[src/rtl/esc_iter_pkg.sv]
`default_nettype none

package esc_iter_pkg;

    // Fixed-point format: Q4.FRAC_BITS, one sign bit
    localparam int PIXEL_BITS = 10;
    localparam int FRAC_BITS  = 28;
    localparam int VAL_W      = FRAC_BITS + 4;
    // Truncated product of two values, signed
    localparam int PROD_W     = 2 * VAL_W - FRAC_BITS;
    // Headroom for sums of products before saturation
    localparam int SUM_W      = PROD_W + 2;
    localparam int CNT_W      = 8;
    localparam int CFG_W      = 32;
    localparam int MAG_W      = 31;
    localparam int CFG_IDX_W  = 3;

    localparam logic signed [SUM_W-1:0] SAT_HI =
        SUM_W'((64'sd1 <<< (VAL_W - 1)) - 64'sd1);
    localparam logic signed [SUM_W-1:0] SAT_LO =
        SUM_W'(-(64'sd1 <<< (VAL_W - 1)));

    // Escape thresholds on the squared magnitude
    localparam logic signed [SUM_W-1:0] ESC_FOUR    = SUM_W'(64'sd4 <<< FRAC_BITS);
    localparam logic signed [SUM_W-1:0] ESC_SIXTEEN = SUM_W'(64'sd16 <<< FRAC_BITS);

    typedef struct packed {
        logic [PIXEL_BITS-1:0] pixel_x;
        logic [PIXEL_BITS-1:0] pixel_y;
    } in_item_t;

    typedef struct packed {
        logic [CNT_W-1:0] iter_count;
        logic             reached_limit;
    } out_item_t;

    // One point in flight around the cell ring
    typedef struct packed {
        logic                    valid;
        logic                    done;
        logic                    fresh;
        logic [CNT_W-1:0]        cnt;
        logic signed [VAL_W-1:0] zx;
        logic signed [VAL_W-1:0] zy;
    } esc_tok_t;

    // Per-item controls shared by all cells
    typedef struct packed {
        logic                    julia;
        logic                    ship;
        logic [CNT_W-1:0]        limit;
        logic signed [VAL_W-1:0] cx;
        logic signed [VAL_W-1:0] cy;
    } esc_ctl_t;

    // Clamp a wide sum into the value range
    function automatic logic signed [VAL_W-1:0] sat_val(input logic signed [SUM_W-1:0] v);
        if (v > SAT_HI) begin
            return SAT_HI[VAL_W-1:0];
        end
        if (v < SAT_LO) begin
            return SAT_LO[VAL_W-1:0];
        end
        return v[VAL_W-1:0];
    endfunction

    // Fixed-point product, truncated toward zero, not saturated
    function automatic logic signed [PROD_W-1:0] qmul(input logic signed [VAL_W-1:0] a,
                                                      input logic signed [VAL_W-1:0] b);
        logic [VAL_W-1:0]   ma;
        logic [VAL_W-1:0]   mb;
        logic [2*VAL_W-1:0] full;
        logic [PROD_W-1:0]  mag;
        ma   = a[VAL_W-1] ? VAL_W'(-a) : VAL_W'(a);
        mb   = b[VAL_W-1] ? VAL_W'(-b) : VAL_W'(b);
        full = ma * mb;
        mag  = PROD_W'(full >> FRAC_BITS);
        return (a[VAL_W-1] ^ b[VAL_W-1]) ? -$signed(mag) : $signed(mag);
    endfunction

endpackage

`default_nettype wire

[src/rtl/esc_iter_map.sv]
`default_nettype none

// Maps one pixel index to the plane: ((pixel / 100 + offset) * inv_mag)
// Five register stages, one coordinate.
module esc_iter_map (
    input  logic                                       clk,
    input  logic                                       rst_n,
    input  logic                                       start,
    input  logic [esc_iter_pkg::PIXEL_BITS-1:0]        pixel,
    input  logic signed [esc_iter_pkg::CFG_W-1:0]      offset,
    input  logic [esc_iter_pkg::MAG_W-1:0]             inv_mag,
    input  logic                                       negate,
    output logic                                       done,
    output logic signed [esc_iter_pkg::VAL_W-1:0]      coord
);

    localparam int PIXEL_BITS = esc_iter_pkg::PIXEL_BITS;
    localparam int FRAC_BITS  = esc_iter_pkg::FRAC_BITS;
    localparam int VAL_W      = esc_iter_pkg::VAL_W;
    localparam int SUM_W      = esc_iter_pkg::SUM_W;
    localparam int MAG_W      = esc_iter_pkg::MAG_W;
    localparam int LAT        = 5;
    localparam int DIV_K      = 100;
    localparam int NUMER_W    = PIXEL_BITS + FRAC_BITS;
    localparam int RECIP_W    = NUMER_W - 6;
    localparam int P1_W       = PIXEL_BITS + RECIP_W;
    localparam int P4_W       = VAL_W + MAG_W;
    localparam int SHIFT_W    = P4_W - FRAC_BITS;
    // Reciprocal of the divisor, scaled so the estimate is at most one low
    localparam logic [63:0]        RECIP_FULL = (64'd1 << NUMER_W) / DIV_K;
    localparam logic [RECIP_W-1:0] RECIP      = RECIP_FULL[RECIP_W-1:0];

    logic [LAT-1:0]           vld_reg;
    logic [P1_W-1:0]          prod1_reg;
    logic [PIXEL_BITS-1:0]    pix1_reg;
    logic [RECIP_W-1:0]       q2_reg;
    logic [RECIP_W-1:0]       q2_next;
    logic signed [VAL_W-1:0]  s3_reg;
    logic signed [VAL_W-1:0]  s3_next;
    logic [P4_W-1:0]          prod4_reg;
    logic                     neg4_reg;
    logic signed [VAL_W-1:0]  coord_reg;
    logic signed [VAL_W-1:0]  coord_next;

    logic [RECIP_W-1:0]       q0;
    logic [NUMER_W-1:0]       numer;
    logic [NUMER_W-1:0]       rem;
    logic signed [SUM_W-1:0]  q_ext;
    logic signed [SUM_W-1:0]  off_ext;
    logic signed [VAL_W-1:0]  s_pos;
    logic [VAL_W-1:0]         s_mag;
    logic [SHIFT_W-1:0]       shifted;
    logic signed [SUM_W-1:0]  sh_ext;

    // Stage valid shift line
    always_ff @(posedge clk or negedge rst_n)
    begin
        if (!rst_n)
        begin
            vld_reg <= '0;
        end
        else
        begin
            vld_reg <= {vld_reg[LAT-2:0], start};
        end
    end

    // Quotient estimate, then one compare-and-correct step
    always_comb
    begin
        q0      = RECIP_W'(prod1_reg >> PIXEL_BITS);
        numer   = {pix1_reg, {FRAC_BITS{1'b0}}};
        rem     = numer - NUMER_W'(q0) * NUMER_W'(DIV_K);
        q2_next = q0 + RECIP_W'(rem >= NUMER_W'(DIV_K));
    end

    // Offset add, optional negation
    always_comb
    begin
        q_ext   = $signed(SUM_W'(q2_reg));
        off_ext = SUM_W'(offset);
        s_pos   = esc_iter_pkg::sat_val(q_ext + off_ext);
        s3_next = negate ? esc_iter_pkg::sat_val(-SUM_W'(s_pos)) : s_pos;
    end

    assign s_mag = s3_reg[VAL_W-1] ? VAL_W'(-s3_reg) : VAL_W'(s3_reg);

    // Scale by inverse magnification, truncate toward zero
    always_comb
    begin
        shifted    = SHIFT_W'(prod4_reg >> FRAC_BITS);
        sh_ext     = $signed(SUM_W'(shifted));
        coord_next = esc_iter_pkg::sat_val(neg4_reg ? -sh_ext : sh_ext);
    end

    // Datapath registers
    always_ff @(posedge clk)
    begin
        prod1_reg <= pixel * RECIP;
        pix1_reg  <= pixel;
        q2_reg    <= q2_next;
        s3_reg    <= s3_next;
        prod4_reg <= s_mag * inv_mag;
        neg4_reg  <= s3_reg[VAL_W-1];
        coord_reg <= coord_next;
    end

    assign done  = vld_reg[LAT-1];
    assign coord = coord_reg;

endmodule

`default_nettype wire

[config.mk]
export PLATFORM = sky130hd
export DESIGN_NAME = esc_iter_map
export DESIGN_NICKNAME = d
export VERILOG_FILES = /design/src/rtl/esc_iter_pkg.sv /design/src/rtl/esc_iter_map.sv
export SDC_FILE = /design/constraint.sdc
export NUM_CORES = 2
export LEC_CHECK = 0
export ABC_CLOCK_PERIOD_IN_PS = 9630
export BUFFER_PORTS_ARGS = -buffer_cell sky130_fd_sc_hd__buf_2
export CORE_ASPECT_RATIO = 2
export CORE_MARGIN = 5
export CORE_UTILIZATION = 55
export CTS_CLUSTER_DIAMETER = 80
export DETAILED_ROUTE_END_ITERATION = 10
export GPL_ROUTABILITY_DRIVEN = 0
export MAX_ROUTING_LAYER = met4
export PLACE_DENSITY_LB_ADDON = 0.25
export SYNTH_ARGS = -nofsm -noshare
export SYNTH_HDL_FRONTEND = slang
export SYNTH_SLANG_ARGS = --single-unit
[constraint.sdc]
create_clock -name clk -period 9.63 [get_ports clk]
set_input_delay 1.926 -clock clk [delete_from_list [all_inputs] [get_ports clk]]
set_output_delay 1.926 -clock clk [all_outputs]
set_load 0.02 [all_outputs]
After elaboration in Yosys (flattened, before gate mapping)
Index checks and enable logic that the tools add are counted.
{"block": "totals", "input_bits": 77, "wordCells": 48, "output_inout_bits": 33, "register_bits": 217}
{"block": "classes", "addsub": 6, "magnitude_cmp": 7, "n_mux": 24, "n_mul": 3}
{"operator": "$mux W32", "count": 14}
{"operator": "$gt A38 B32 Y1 const B", "count": 2}
{"operator": "$lt A38 B32 Y1 const B", "count": 2}
{"operator": "$mul A32 B31 Y63", "count": 1}
{"operator": "$mul A10 B32 Y42 const B", "count": 1}
{"operator": "$ge A38 B7 Y1 const B", "count": 1}
{"operator": "$mux W38", "count": 1}
{"operator": "$neg A32 Y38", "count": 1}
{"operator": "$neg A35 Y38", "count": 1}
{"operator": "$sub A38 B38 Y38", "count": 1}
{"operator": "$mul A32 B5 Y36 const B", "count": 1}
{"operator": "$add A33 B32 Y34", "count": 1}
{"operator": "$gt A34 B32 Y1 const B", "count": 1}
{"operator": "$lt A34 B32 Y1 const B", "count": 1}
{"operator": "$add A32 B1 Y32", "count": 1}
{"operator": "$neg A32 Y32", "count": 1}
{"operator": "$mux W1", "count": 9}

Depth between registers and ports, before layout
{"block": "depth", "depth_word": 13, "mapped_depth": 42, "mapped_depth_nobuf": 41}

Worst setup path before layout
No wires, ideal clock.
{"block": "synth_timing", "path_kind": "reg2reg", "from": "register s3_reg[10]", "to": "register prod4_reg[62]", "required_ns": 9.557, "n_path_buf": 1, "path_stages_with_launch": 32, "synth_period_minus_slack_ns": 9.934, "arrival_ns": 9.861, "path_slack_ns": -0.304, "cell_sequence": "dfxtp_1 or4_1 nor4_1 nand2b_1 or4_1 or4_1 or4_1 o31ai_1 xnor2_1 clkbuf_1 and2_1 fa_1 fa_1 fa_1 inv_1 fa_1 inv_1 fa_1 fa_1 fa_1 fa_1 ha_1 nand2_1 or3_1 nor4_1 o31ai_1 o21ai_0 nand4_1 a31oi_1 a21oi_1 o311ai_0 xnor2_1"}
{"block": "synth_between", "elab_chain_cells": 3}
{"item": "start: declaration", "line_no": "esc_iter_map.sv:38", "source": "logic signed [VAL_W-1:0] s3_reg;"}
{"item": "start signal: assignment", "line_no": "esc_iter_map.sv:102", "source": "s3_reg <= s3_next;"}
{"item": "$neg A32 Y32", "line_no": "esc_iter_map.sv:86", "source": "assign s_mag = s3_reg[VAL_W-1] ? VAL_W'(-s3_reg) : VAL_W'(s3_reg);"}
{"item": "$mux W32 (*)", "line_no": "esc_iter_map.sv:86"}
{"item": "$mul A32 B31 Y63 (*)", "line_no": "esc_iter_map.sv:103", "source": "prod4_reg <= s_mag * inv_mag;"}
{"item": "end signal: assignment", "line_no": "esc_iter_map.sv:103"}
{"item": "end: declaration", "line_no": "esc_iter_map.sv:40", "source": "logic [P4_W-1:0] prod4_reg;"}
Mark *: on every way between the ends. The rest lies on a longest branch, timed or not.

Worst setup path after layout
{"block": "layout_timing", "from": "register s3_reg[12]", "to": "register prod4_reg[61]"}
Same word-level chain as after synthesis.

==> results.yml <==
placed_design:
  dpl.hpwl_um: 126000
  io_buffers: 109
  place_inst: 6814
  pre_cts_ws_ns: -0.924
sta:
  timing.setup.tns_ns: -1.41
  setup_viol: 10
  worstMarginPinSlew_ns: 1.01
  min_period_ns: 9.87
  maxSlewHeadroom_pct: 32.5
  rsz0062_at_grt: "yes"
  finalCritPeriodShare_pct: 102
  finClkSkew_ns: 0.0200
  fmax_ghz: 0.101
  fin_ws_ns: -0.239
  drv_slew: 0
  hold_viol: 0
finish:
  final-instance-count-excl-fill: 6872
  final_nets: 7237
  largest_reg_flops: 35
  final_common_cell: "inv_1"
  drive_gt1_share_pct: 11.5
  final_cell_mix: "1128 x inv_1, 942 x fa_1, 623 x nand2_1"
  syn_to_final_growth_pct: 11.3
  fillers: 7496
  fin_util_pct: 61.7
floorplan:
  die_y_um: 429
  core_um2: 87100
  die_w_um: 219
  io_pins: 110
  start_util_pct: 55.4
  rows: 153
  dieArea_um2: 94100
worst_setup_path:
  r2r_slack_ns: -0.24
  cp.required_ns: 10.01
  arrival_ns: 10.25
  crit_slowest_cell: "fa_1"
  path_max_fanout: 6
  critPathKind: "register to register"
  crit_path_frequent_cell: "fa_1"
  cp-end-kind: "register"
  max_stage_delay_ns: 0.57
  crit_buf_inv: 6
  critical_path.top_delay_family: "adder cells"
  worstSetupStartpointType: "register"
route:
  drt-vias-per-instance: 5.69
  vias: 39126
  detail_route.first_pass.iterations: 6
  ant_nets: 0
  drc: 0
  wire_per_inst_um: 21.5
  wirelength_um: 148000
  drtIter0Drc: 2357
synthesis:
  synth.ff_latch_count: 179
  seq_area_frac_synth_pct: 7.48
  synthesis.nets: 7003
  netlist_area_um2: 48300
  synth_ff_type: "dfxtp_1"
  async_flop_share_pct: 2.79
  synth_warnings: 0
  syn_inst: 5459
  syn_avg_cell_area_um2: 8.84
  ys_types: 88
  synth-edff-count: 0
job:
  maxCapViolCount: 0
global_route:
  grt_pass1_wl_um: 230000
  grt_max_degree: 66
  grt_pass1_vias: 42819
  grt.total_usage_pct: 33.0
  globalRouteMet3Util_pct: 4.23
  use_met2_pct: 57.9
  use_met1_pct: 29.4
  antenna_found_initial: 4
  busiest_layer: "met2"
  grt_overflow: 0
clock_tree:
  clk_path_buf_depth: 2
  insertion_delay_ns: 0.49
  cts.sinks: 179
  cts_buffers: 17
  cts-root-buf: "clkbuf_16"
  htree_levels: 4
  tritoncts: "yes"
  clk_pin_slew_worst_paths_ns: 0.07
status:
  violations: "negative setup slack"
  outcome: "finished with violations"
worst_hold_path:
  holdCritPathClass: "register to register"
[worst register-to-register path: cells and delay by family, from the launching register on]
family / cells / cell delay (ns)
and+or+nand+nor: 12 / 3.25
buffers and inverters: 6 / 0.69
DFF: 1 / 0.32
adders and majority gates: 9 / 4.27
xor gates and xnor gates: 2 / 0.24
AOI/OAI and AO/OA: 6 / 0.99
[stage by stage]
step / area, um2 / hold WS [ns]
5_1_grt: 53700 / 0.366
4_1_cts: 53300 / 0.359
3_3_place_gp: 52300 / 0.339
6_report: 53700 / 0.356
3_5_place_dp: 52300 / 0.336
2_1_floorplan: 48300 / 0.329
[worst paths after layout]
check / startpoint / endpoint / depth (start not counted)
setup / recovery: s3_reg[12] / prod4_reg[61] / 35
hold / removal: vld_reg[1] / vld_reg[2] / 0
setup reg to reg: s3_reg[12] / prod4_reg[61] / 35
hold reg to reg: vld_reg[1] / vld_reg[2] / 0
max in group asynchronous: rst_n / vld_reg[4] / 1
min in group asynchronous: rst_n / vld_reg[3] / 1
[routing by layer]
metal / routed length, um / vias up
met1: 44000 / 19554
li1: - / 17333
met4: 19300 / 0
met2: 78100 / 1444
met3: 6480 / 795
met5: 0 / -
[repair_timing]
action | CTS | global route
hold endpoints to repair | 0 | 0
endpoints found under the setup margin | 28 | 37
gates resized for setup | 73 | 72
setup buffers | 17 | 9
hold buffers | 0 | 0
pin swaps | 37 | 48
[cells by family (layout without fill, tap and decap cells)]
group / count (synthesis) / in the layout / synth area share (%)
multiplexers: 9 / 9 / 0.192
adder cells (fa/ha/maj): 1468 / 1468 / 52.9
flip-flops: 179 / 179 / 7.48
XOR/XNOR: 184 / 184 / 3.34
AO/OA/AOI/OAI: 595 / 595 / 8.14
buffers and inverters: 1377 / 1624 / 10.8
other: 0 / 4 / 0
AND/OR/NAND/NOR: 1647 / 1647 / 17.1
[cell type report]
class / count / area, um2 / share of cell area (%)
multi-input combinational: 3903 / 40200 / 74.9
inverter: 1131 / 4250 / 7.91
sequential: 179 / 3620 / 6.74
timing repair buffer: 461 / 3540 / 6.58
tap: 1162 / 1450 / 2.71
clock buffer: 19 / 443 / 0.825
clock inverter: 13 / 150 / 0.280
antenna: 4 / 10.0 / 0.0186
[synthesized netlist by cell type (29+ instances only)]
| library cell | instances | area share, % |
|---|---|---|
| a21o_1 | 46 | 0.72 |
| a21oi_1 | 151 | 1.6 |
| and2_1 | 528 | 6.8 |
| clkbuf_1 | 237 | 1.8 |
| dfxtp_1 | 174 | 7.2 |
| fa_1 | 957 | 40 |
| ha_1 | 510 | 13 |
| inv_1 | 1131 | 8.8 |
| nand2_1 | 628 | 4.9 |
| nand3_1 | 62 | 0.64 |
| nor2_1 | 157 | 1.2 |
| nor3_1 | 70 | 0.73 |
| nor4_1 | 29 | 0.38 |
| o21a_1 | 35 | 0.54 |
| o21ai_0 | 127 | 1.3 |
| o311ai_0 | 31 | 0.56 |
| xnor2_1 | 138 | 2.5 |
| xor2_1 | 46 | 0.83 |
Power is left out: the tool's default activity adds up to more than one toggle a clock period on the data nets, which glitch-free logic cannot reach.
